## config.mk

```make
export PLATFORM = sky130hd
export DESIGN_NAME = lock_wait_cycle_detector_core
export DESIGN_NICKNAME = d
export VERILOG_FILES = /design/src/hw/rtl/lwcd_pkg.sv /design/src/hw/rtl/lwcd_store.sv /design/src/hw/rtl/lock_wait_cycle_detector_core.sv
export SDC_FILE = /design/constraint.sdc
export NUM_CORES = 2
export LEC_CHECK = 0
export CAP_MARGIN = 30
export CORE_AREA = 2 2 335 337
export DETAILED_ROUTE_END_ITERATION = 6
export DIE_AREA = 0 0 337 339
export DONT_BUFFER_PORTS = 1
export MAX_ROUTING_LAYER = met4
export PLACE_DENSITY = 0.79
export SYNTH_ARGS = -nofsm -noshare
export SYNTH_HDL_FRONTEND = slang
export SYNTH_SLANG_ARGS = --single-unit
```

## constraint.sdc

```tcl
create_clock -name aclk -period 9.2 [get_ports aclk]
set_input_delay 0.46 -clock aclk [delete_from_list [all_inputs] [get_ports aclk]]
set_output_delay 0.46 -clock aclk [all_outputs]
set_load 0.02 [all_outputs]
```

## src/hw/rtl/lwcd_pkg.sv

```systemverilog
// ----------------------------------------------------------------------------
// lwcd_pkg: shared types and codes of the lock-wait cycle detector
// Event codes, the sequencer state type and the control bundle that the
// sequencer sends to the table storage.
// ----------------------------------------------------------------------------
package lwcd_pkg;

    localparam logic [2:0] MODE_ADD_WAIT   = 3'd0;
    localparam logic [2:0] MODE_REM_WAIT   = 3'd1;
    localparam logic [2:0] MODE_SET_HOLDER = 3'd2;
    localparam logic [2:0] MODE_RELEASE    = 3'd3;
    localparam logic [2:0] MODE_CHECK      = 3'd4;

    typedef enum logic [3:0] {
        ST_IDLE,
        ST_DECODE,
        ST_ROW_WR,
        ST_CHK_EVAL,
        ST_PICK,
        ST_SCAN,
        ST_DRAIN,
        ST_RESP
    } state_t;

    // Strobes from the sequencer to the storage.
    typedef struct packed {
        logic held_set;
        logic held_clr;
        logic own_we;
        logic own_re;
        logic row_we;
        logic row_re;
    } store_ctl_t;

endpackage

```

## src/hw/rtl/lwcd_store.sv

```systemverilog
// ----------------------------------------------------------------------------
// lwcd_store: lock and wait tables
// Holds the lock-held flags, the lock-owner memory and the per-thread wait
// bitmap memory with one valid flag per row.
// ----------------------------------------------------------------------------
module lwcd_store #(
    parameter int THREADS = 16,
    parameter int LOCKS   = 64,
    parameter int TW      = 4,
    parameter int LW      = 6
) (
    input  logic                 aclk,
    input  logic                 aresetn,
    input  lwcd_pkg::store_ctl_t ctl,
    input  logic [LW-1:0]        lock_addr,
    input  logic [TW-1:0]        thr_addr,
    input  logic [TW-1:0]        own_wdata,
    input  logic [LOCKS-1:0]     row_wdata,
    output logic                 held_out,
    output logic [TW-1:0]        own_rdata,
    output logic [LOCKS-1:0]     row_rdata
);

    logic [LOCKS-1:0]   held_reg;
    logic [THREADS-1:0] row_vld_reg;
    logic [TW-1:0]      own_mem [LOCKS];
    logic [LOCKS-1:0]   row_mem [THREADS];
    logic [TW-1:0]      own_rd_reg;
    logic [LOCKS-1:0]   row_rd_reg;
    logic               row_rd_vld_reg;

    always_ff @(posedge aclk) begin
        if (!aresetn) begin
            held_reg    <= '0;
            row_vld_reg <= '0;
        end else begin
            if (ctl.held_set) begin
                held_reg[lock_addr] <= 1'b1;
            end else if (ctl.held_clr) begin
                held_reg[lock_addr] <= 1'b0;
            end
            if (ctl.row_we) begin
                row_vld_reg[thr_addr] <= 1'b1;
            end
        end
    end

    always_ff @(posedge aclk) begin
        if (ctl.own_we) begin
            own_mem[lock_addr] <= own_wdata;
        end
        if (ctl.own_re) begin
            own_rd_reg <= own_mem[lock_addr];
        end
    end

    always_ff @(posedge aclk) begin
        if (ctl.row_we) begin
            row_mem[thr_addr] <= row_wdata;
        end
        if (ctl.row_re) begin
            row_rd_reg     <= row_mem[thr_addr];
            row_rd_vld_reg <= row_vld_reg[thr_addr];
        end
    end

    // A row never written since reset reads as all zero.
    assign held_out  = held_reg[lock_addr];
    assign own_rdata = own_rd_reg;
    assign row_rdata = row_rd_vld_reg ? row_rd_reg : '0;

endmodule

```

## src/hw/rtl/lock_wait_cycle_detector_core.sv

```systemverilog
// Timing: an update passes the decode state, a row write for wait changes and the
// response state; a check may end early, and otherwise its length is set by the
// one-lock-per-cycle scan of each visited thread's wait row. A busy output
// register adds its wait on top.
// Throughput: one item at a time; the next input transfer is taken in the idle
// cycle after the result is registered.
// Reset: aresetn low clears all lock-held and wait bits and the output valid.
// ----------------------------------------------------------------------------
// lock_wait_cycle_detector_core: wait-for graph deadlock detector
// Keeps lock ownership and per-thread wait bitmaps, and answers whether a
// thread taking a lock would close a wait cycle by walking the graph with a
// shared owner-compare unit under a small sequencer.
// ----------------------------------------------------------------------------
module lock_wait_cycle_detector_core #(
    parameter int THREADS = 16,
    parameter int LOCKS   = 64
) (
    input  logic       aclk,
    input  logic       aresetn,
    input  logic       s_valid,
    output logic       s_ready,
    input  logic [2:0] s_mode,
    input  logic [3:0] s_thread,
    input  logic [5:0] s_lock,
    output logic       m_valid,
    input  logic       m_ready,
    output logic       m_would_deadlock
);

    localparam int TW = (THREADS > 1) ? $clog2(THREADS) : 1;
    localparam int LW = (LOCKS > 1) ? $clog2(LOCKS) : 1;

    lwcd_pkg::state_t state_reg, state_next;

    // Fields of the item in progress, captured at the input transfer.
    logic [2:0] mode_reg, mode_next;
    logic [3:0] self_reg, self_next;
    logic [5:0] lock_reg, lock_next;
    logic       ok_reg, ok_next;       // thread and lock both in range
    logic       lk_ok_reg, lk_ok_next; // lock in range
    logic       ans_reg, ans_next;

    // Walk state: visited threads, threads still to expand, sweep pointers.
    logic [THREADS-1:0] seen_reg, seen_next;
    logic [THREADS-1:0] front_reg, front_next;
    logic [TW-1:0]      tptr_reg, tptr_next;
    logic [LW-1:0]      lptr_reg, lptr_next;
    logic               cand_reg, cand_next;

    logic m_valid_reg, m_valid_next;
    logic m_data_reg, m_data_next;

    lwcd_pkg::store_ctl_t ctl;
    logic [LW-1:0]        lock_addr;
    logic [TW-1:0]        thr_addr;
    logic [LOCKS-1:0]     row_wdata;
    logic                 held_out;
    logic [TW-1:0]        own_rdata;
    logic [LOCKS-1:0]     row_rdata;

    // Shared compare unit: judges the owner fetched for the previous lock.
    logic               hit;
    logic               new_thr;
    logic [THREADS-1:0] own_onehot;
    logic [LOCKS-1:0]   lock_sel;
    logic [TW-1:0]      tptr_inc;

    lwcd_store #(
        .THREADS (THREADS),
        .LOCKS   (LOCKS),
        .TW      (TW),
        .LW      (LW)
    ) u_store (
        .aclk      (aclk),
        .aresetn   (aresetn),
        .ctl       (ctl),
        .lock_addr (lock_addr),
        .thr_addr  (thr_addr),
        .own_wdata (TW'(self_reg)),
        .row_wdata (row_wdata),
        .held_out  (held_out),
        .own_rdata (own_rdata),
        .row_rdata (row_rdata)
    );

    assign own_onehot = THREADS'(1) << own_rdata;
    assign hit        = cand_reg && (own_rdata == TW'(self_reg));
    assign new_thr    = cand_reg && !seen_reg[own_rdata];
    assign lock_sel   = LOCKS'(1) << LW'(lock_reg);
    assign row_wdata  = (mode_reg == lwcd_pkg::MODE_ADD_WAIT) ? (row_rdata | lock_sel)
                                                             : (row_rdata & ~lock_sel);
    assign tptr_inc   = (tptr_reg == TW'(THREADS - 1)) ? '0 : tptr_reg + 1'b1;

    always_ff @(posedge aclk) begin
        if (!aresetn) begin
            state_reg   <= lwcd_pkg::ST_IDLE;
            m_valid_reg <= 1'b0;
        end else begin
            state_reg   <= state_next;
            m_valid_reg <= m_valid_next;
        end
    end

    always_ff @(posedge aclk) begin
        mode_reg   <= mode_next;
        self_reg   <= self_next;
        lock_reg   <= lock_next;
        ok_reg     <= ok_next;
        lk_ok_reg  <= lk_ok_next;
        ans_reg    <= ans_next;
        seen_reg   <= seen_next;
        front_reg  <= front_next;
        tptr_reg   <= tptr_next;
        lptr_reg   <= lptr_next;
        cand_reg   <= cand_next;
        m_data_reg <= m_data_next;
    end

    always_comb begin
        state_next   = state_reg;
        mode_next    = mode_reg;
        self_next    = self_reg;
        lock_next    = lock_reg;
        ok_next      = ok_reg;
        lk_ok_next   = lk_ok_reg;
        ans_next     = ans_reg;
        seen_next    = seen_reg;
        front_next   = front_reg;
        tptr_next    = tptr_reg;
        lptr_next    = lptr_reg;
        cand_next    = cand_reg;
        m_data_next  = m_data_reg;
        m_valid_next = m_valid_reg && !m_ready;
        ctl          = '0;
        lock_addr    = LW'(lock_reg);
        thr_addr     = TW'(self_reg);

        case (state_reg)
            lwcd_pkg::ST_IDLE: begin
                if (s_valid) begin
                    mode_next  = s_mode;
                    self_next  = s_thread;
                    lock_next  = s_lock;
                    ok_next    = (32'(s_thread) < 32'(THREADS)) && (32'(s_lock) < 32'(LOCKS));
                    lk_ok_next = 32'(s_lock) < 32'(LOCKS);
                    ans_next   = 1'b0;
                    state_next = lwcd_pkg::ST_DECODE;
                end
            end

            lwcd_pkg::ST_DECODE: begin
                state_next = lwcd_pkg::ST_RESP;
                case (mode_reg)
                    lwcd_pkg::MODE_ADD_WAIT, lwcd_pkg::MODE_REM_WAIT: begin
                        // Read-modify-write of the thread's wait row.
                        if (ok_reg) begin
                            ctl.row_re = 1'b1;
                            state_next = lwcd_pkg::ST_ROW_WR;
                        end
                    end
                    lwcd_pkg::MODE_SET_HOLDER: begin
                        if (ok_reg) begin
                            ctl.held_set = 1'b1;
                            ctl.own_we   = 1'b1;
                        end
                    end
                    lwcd_pkg::MODE_RELEASE: begin
                        ctl.held_clr = lk_ok_reg;
                    end
                    lwcd_pkg::MODE_CHECK: begin
                        // A lock nobody holds cannot close a cycle.
                        if (ok_reg && held_out) begin
                            ctl.own_re = 1'b1;
                            state_next = lwcd_pkg::ST_CHK_EVAL;
                        end
                    end
                    default: begin
                    end
                endcase
            end

            lwcd_pkg::ST_ROW_WR: begin
                ctl.row_we = 1'b1;
                state_next = lwcd_pkg::ST_RESP;
            end

            lwcd_pkg::ST_CHK_EVAL: begin
                // The holder of the requested lock is either the requester
                // itself or the first thread of the walk.
                if (own_rdata == TW'(self_reg)) begin
                    ans_next   = 1'b1;
                    state_next = lwcd_pkg::ST_RESP;
                end else begin
                    front_next = own_onehot;
                    seen_next  = '0;
                    tptr_next  = '0;
                    state_next = lwcd_pkg::ST_PICK;
                end
            end

            lwcd_pkg::ST_PICK: begin
                // Sweep the frontier one thread per cycle, pausing while a picked thread's
                // row is scanned, wrapping around, until it runs empty.
                cand_next = 1'b0;
                thr_addr  = tptr_reg;
                if (front_reg == '0) begin
                    state_next = lwcd_pkg::ST_RESP;
                end else if (front_reg[tptr_reg]) begin
                    front_next[tptr_reg] = 1'b0;
                    if (seen_reg[tptr_reg]) begin
                        tptr_next = tptr_inc;
                    end else begin
                        seen_next[tptr_reg] = 1'b1;
                        ctl.row_re = 1'b1;
                        lptr_next  = '0;
                        state_next = lwcd_pkg::ST_SCAN;
                    end
                end else begin
                    tptr_next = tptr_inc;
                end
            end

            lwcd_pkg::ST_SCAN: begin
                // One lock per cycle: fetch the owner of a waited, held lock
                // while the owner fetched in the previous cycle is judged.
                lock_addr  = lptr_reg;
                cand_next  = row_rdata[lptr_reg] && held_out;
                ctl.own_re = cand_next;
                if (new_thr) begin
                    front_next = front_reg | own_onehot;
                end
                lptr_next = lptr_reg + 1'b1;
                if (hit) begin
                    ans_next   = 1'b1;
                    state_next = lwcd_pkg::ST_RESP;
                end else if (lptr_reg == LW'(LOCKS - 1)) begin
                    state_next = lwcd_pkg::ST_DRAIN;
                end
            end

            lwcd_pkg::ST_DRAIN: begin
                cand_next = 1'b0;
                if (new_thr) begin
                    front_next = front_reg | own_onehot;
                end
                if (hit) begin
                    ans_next   = 1'b1;
                    state_next = lwcd_pkg::ST_RESP;
                end else begin
                    tptr_next  = tptr_inc;
                    state_next = lwcd_pkg::ST_PICK;
                end
            end

            lwcd_pkg::ST_RESP: begin
                // The output register takes the answer once it is free.
                if (!m_valid_reg || m_ready) begin
                    m_valid_next = 1'b1;
                    m_data_next  = ans_reg;
                    state_next   = lwcd_pkg::ST_IDLE;
                end
            end

            default: begin
                state_next = lwcd_pkg::ST_IDLE;
            end
        endcase
    end

    assign s_ready          = (state_reg == lwcd_pkg::ST_IDLE);
    assign m_valid          = m_valid_reg;
    assign m_would_deadlock = m_data_reg;

endmodule
```

### After elaboration in Yosys (flattened, before gate mapping)

Memories as Yosys holds them, arrays and structs flattened. A register that Yosys moved wholly into a read port is not among the register bits.
Index checks and enable logic that the tools add are counted.

* register bits after elaboration: 144
* RAM bits: 1280
* output and inout bits: 3
* logic and storage cells: 180
* memories kept: 2

* $add $sub $neg: 2
* $lt $le $gt $ge: 8
* eq/ne operators: 28
* shift-type cells: 2
* mux-type cells: 80
* bitwise logic cells: 11
* reductions and logical operators: 32

Memories
* u_store.row_mem: depth 16, bits a word 64, read ports 1, clocked after memory_dff 1, wr ports 1, RTL line lwcd_store.sv:27 `logic [LOCKS-1:0] row_mem [THREADS];`
* u_store.own_mem: depth 64, bits a word 4, read ports 1, clocked after memory_dff 1, wr ports 1, RTL line lwcd_store.sv:26 `logic [TW-1:0] own_mem [LOCKS];`

Operator list (count)
* $mux 64: 4
* $and 64x64->64: 2
* $mux 16: 8
* $not 64->64: 2
* $or 64x64->64: 2
* $shl 1x6->64 const A: 1
* $mux 4: 14
* $or 16x16->16: 3
* $pmux 16 s3: 1
* $pmux 16 s2: 1
* $pmux 4 s8: 1
* $mux 1: 27
* $mux 6: 4
* $reduce_and 5->1: 4
* $and 16x16->16: 1
* $bmux 1 s4: 4
* $eq 4x3->1 const B: 4
* $logic_not 16->1: 1
* $ne 2x2->1 const B: 8
* $not 16->16: 1
* $shl 1x4->16 const A: 1
* $lt 4x5->1 const B: 3
* $lt 6x7->1 const B: 2
* $bmux 1 s6: 2
* other kinds (33): 62

### Logic depth before layout (Yosys ltp)

* word-level depth: 10
* mapped depth: 12
* depth with buffers taken out: 7

### Hierarchy

From an unflattened synthesis, not the netlist that was laid out.

* cells, all modules: 3219
* area total of the unflattened synthesis: 60898.4 µm²

By module, submodules not included
* lwcd_store: instances 1, cells each 2581, area each 55574.6 µm², seq. area each 42110.4 µm²
* lock_wait_cycle_detector_core: instances 1, cells each 638, area each 5323.9 µm², seq. area each 1821.7 µm²

### Worst setup path after synthesis

OpenSTA, ideal clock, no wires.

* kind: reg2reg
* start: register self_reg[3]
* end: memory u_store.row_mem[12][0], enable pin
* setup time: 0.567 ns
* arrival time: 6.255 ns
* path slack: 2.378 ns
* stages on the path, launching flop included: 4
* path buffers: 1
* cell sequence: edfxtp_1 -> mux2i_1 -> clkbuf_1 -> nor3_1

* longest elaborated chain between the ends: 1

Ends and longest elaborated chain
* from (decl): RTL line lock_wait_cycle_detector_core.sv:37 `logic [3:0] self_reg, self_next;`
* from (signal assigned): RTL line lock_wait_cycle_detector_core.sv:106 `self_reg <= self_next;`
* $mux 4: RTL line lock_wait_cycle_detector_core.sv:138 `case (state_reg)`
* to (decl): RTL line lwcd_store.sv:27

Every way passes these cells.

### Worst setup path after layout

* start: register state_reg[2]
* end: memory u_store.row_mem[2][19], enable pin

* longest elaborated chain between the ends: 4

Ends and longest elaborated chain
* from (decl): RTL line lock_wait_cycle_detector_core.sv:33 `lwcd_pkg::state_t state_reg, state_next;`
* from (signal assigned): RTL line lock_wait_cycle_detector_core.sv:96 `state_reg <= lwcd_pkg::ST_IDLE;`
* from (signal assigned): RTL line lock_wait_cycle_detector_core.sv:99 `state_reg <= state_next;`
* $eq 4x2->1: RTL line lock_wait_cycle_detector_core.sv:138
* $mux 1: RTL line lock_wait_cycle_detector_core.sv:138
* $mux 1: RTL line lwcd_store.sv:58 `if (ctl.row_we) begin`
* $mux 1 (implied by the code): RTL line lwcd_store.sv:59 `row_mem[thr_addr] <= row_wdata;`

Parallel ways exist; a longest one is shown, timed or not.

==> out/metrics.yaml <==
logic_synthesis:
  ys_seq_area_frac: 0.727
  synth_area_per_cell_sq_um: 17.3
  ys_types: 73
  synth_top_area_share: 0.699
  synthTopCellsByArea: "edfxtp_1 (70%), mux4_2 (11%), dfxtp_1 (2.8%)"
  yosys_warnings: 0
  yosysMostFrequentCell: "edfxtp_1"
  synthTopCellsByCount: "edfxtp_1 (1,407), mux4_2 (304), nand2_1 (252)"
  synth_cells: 3495
  synth_top_area_cell: "edfxtp_1"
  ys_seq_elements: 1491
  synth_edf_count: 1407
  synth_area_sq_um: 60400
  synth_flop_cell: "edfxtp_1"
  async_flop_share: 0
  synth_nets: 3517
outcome:
  violations: "DRC"
  status: "finished, violations left"
place:
  gp_congestion: 0.917
  dp.cells: 4870
  portBuffers: 0
  dp_hpwl_um: 78700
worst_setup_path:
  cp_slowest_stage_delay_ns: 0.92
  r2r_end: "u_store.row_mem[2][19]"
  crit_path_end_kind: "flop"
  cp_cell_sequence: "nand2b_1, nor2_1, buf_4, mux2i_4, buf_4, nand2_1, nor2_4, buf_4"
  r2r_start: "state_reg[2]"
  cpMaxStageDelayCell: "nor2_4"
  cpMostUsedCell: "buf_4"
  start_kind: "flop"
  crit_family: "buffers and inverters"
  worstPathArrival_ns: 5.24
  worstPathRequired_ns: 9.58
  rr_worst_depth: 8
  reg2reg_slack_ns: 4.34
  critical_path_class: "reg2reg"
  worstPathMaxFanout: 68
  crit_buf_inv: 3
timing:
  fin_tns_setup_ns: 0
  fin_crit_ns: 4.86
  finClkSkew_ns: 0.0268
  setup_viol: 0
  drv_slew: 0
  rsz0062_at_grt: "no"
  max_freq_mhz: 206
  hold_viol_final: 0
  relSlewSlack: 0.265
  worst_pin_slew_ns: 1.10
  period_share: 0.529
die:
  core_sq_um: 110000
  start_util: 0.548
  die_h_um: 339
  fp.dieArea_sq_um: 114000
  rows: 122
  dieWidth_um: 337
  io_pins: 20
clock_network:
  cts_resized: 0
  clk_pin_slew_ns: 0.06
  cts_max_level: 4
  clk_path_buf_depth: 3
  cts_made_buffers: 148
  cts_root_buf: "clkbuf_16"
  tritoncts: "done"
  cts_sinks: 1491
  worst_skew_pair.late_latency_ns: 0.77
global_route:
  grt_max_degree: 142
  antenna_found_initial: 3
  grt-ovfl-total: 0
  grt_pass1_vias: 34635
  grt_usage: 0.272
  grt_pass1_wl_um: 224000
drt:
  vias_per_cell: 6.81
  avgRoutedWirePerCell_um: 29.1
  dr.first_iter.drc_count: 5534
  drcViolationCount: 8
  ant_nets: 0
  drt_wl_total_um: 150000
  first_pass_iters: 7
  via_count: 35128
layout:
  final-instance-count-excl-fill: 5159
  multi_input_area_sq_um: 15600
  nNetsFinal: 3570
  layout-drive-gt1-share: 0.199
  areaGrowthSynthToFinish_pct: 11.5
  ff_latch_area_sq_um: 43900
  largest_reg_flops: 1024
  fillers: 7490
worst_hold_path:
  hold_start: "aresetn"
  hold_path_class: "in2reg"
  holdPathEnd: "state_reg[2]"
  hold_depth: 3
power:
  power.leakage_nw: 21.1
  powerDensity_nw_per_um2: 281
  ir_drop_v: 0.000224
  finalPower_mw: 18.9
flow_run:
  drv_cap: 0
-- metrics by stage --
| stage | utilization | setup slack [ns] | hold WS [ns] | instance area, sq um |
|---|---|---|---|---|
| floorplan | - | 2.38 | 0.400 | 60400 |
| global placement | 0.567 | 4.11 | 0.410 | 62500 |
| detailed placement | 0.568 | 3.91 | 0.411 | 62700 |
| CTS | 0.610 | 3.87 | 0.0752 | 67300 |
| global route | 0.611 | 4.13 | 0.112 | 67400 |
| finish | 0.611 | 4.34 | 0.115 | 67400 |
-- cells in the final DEF (no fill, tap or decap), types with 49 or more instances in the layout --
cell type	netlist	final
dfxtp_1	84	84
edfxtp_1	1407	1407
buf_4	10	138
a21oi_1	125	123
nand2_1	252	252
a311oi_1	49	49
mux4_2	304	304
and2_1	79	79
clkbuf_16	0	154
nand3_1	69	69
a31oi_1	86	86
a211oi_1	78	78
o21ai_0	95	95
nor2_1	159	150
a22oi_1	57	57
-- worst max path at each step --
| stage | cells after the start | slack [ns] | startpoint | endpoint |
|---|---|---|---|---|
| floorplan | 3 | 2.38 | self_reg[3] | u_store.row_mem[12][0] |
| global placement | 7 | 4.11 | state_reg[2] | u_store.row_mem[3][42] |
| detailed placement | 7 | 3.91 | state_reg[2] | u_store.row_mem[2][42] |
| CTS | 7 | 3.87 | state_reg[2] | u_store.row_mem[2][3] |
| global route | 8 | 4.13 | state_reg[2] | u_store.row_mem[2][19] |
| finish | 8 | 4.34 | state_reg[2] | u_store.row_mem[2][19] |
-- cell type report --
cell class | instances | area share
Tap cell | 1488 | 0.0276
Sequential cell | 1491 | 0.652
Multi-Input combinational cell | 1735 | 0.231
Timing Repair Buffer | 162 | 0.0210
Clock inverter | 77 | 0.00800
Clock buffer | 190 | 0.0593
Antenna cell | 6 | 0.000223
Inverter | 10 | 0.000557
-- worst min-delay path, delay by kind of cell --
| kind | cells | cell delay [ns] |
|---|---|---|
| AO/OA/AOI/OAI | 3 | 0.37 |
-- where the power goes --
| part | internal, mW | total (mW) | leakage, nW | switching, mW |
|---|---|---|---|---|
| logic | 1.83 | 4.82 | 5.37 | 2.98 |
| registers | 8.17 | 8.41 | 13.5 | 0.236 |
| clock network | 3.19 | 5.72 | 2.23 | 2.53 |
| total | 13.2 | 18.9 | 21.1 | 5.75 |
-- metal layers --
layer / global-route usage / routed length (um) / part of all wire / vias to the layer above
met5: - / 0 / 0 / -
met4: 0.102 / 5560 / 0.037 / 0
met3: 0.0575 / 17000 / 0.11 / 432
met2: 0.403 / 70500 / 0.47 / 2561
met1: 0.374 / 56900 / 0.38 / 17812
li1: - / - / - / 14323
-- what timing repair did --
action                    in CTS  in global routing
setup buffers                  0                  0
hold buffers                  14                  0
hold endpoints to repair      18                  0
-- cell families (layout without fill, tap and decap cells) --
| kind of cell | count (synthesis) | count (layout) | share of synthesized area |
|---|---|---|---|
| muxes | 369 | 369 | 0.125 |
| buffers and inverters | 269 | 439 | 0.0189 |
| other | 0 | 6 | 0 |
| xor gates and xnor gates | 9 | 9 | 0.00130 |
| DFF | 1491 | 1491 | 0.727 |
| adders and majority gates | 5 | 5 | 0.00104 |
| and+or+nand+nor | 708 | 708 | 0.0550 |
| AOI/OAI and AO/OA | 644 | 644 | 0.0718 |
Power figures use the tool's default switching activity.
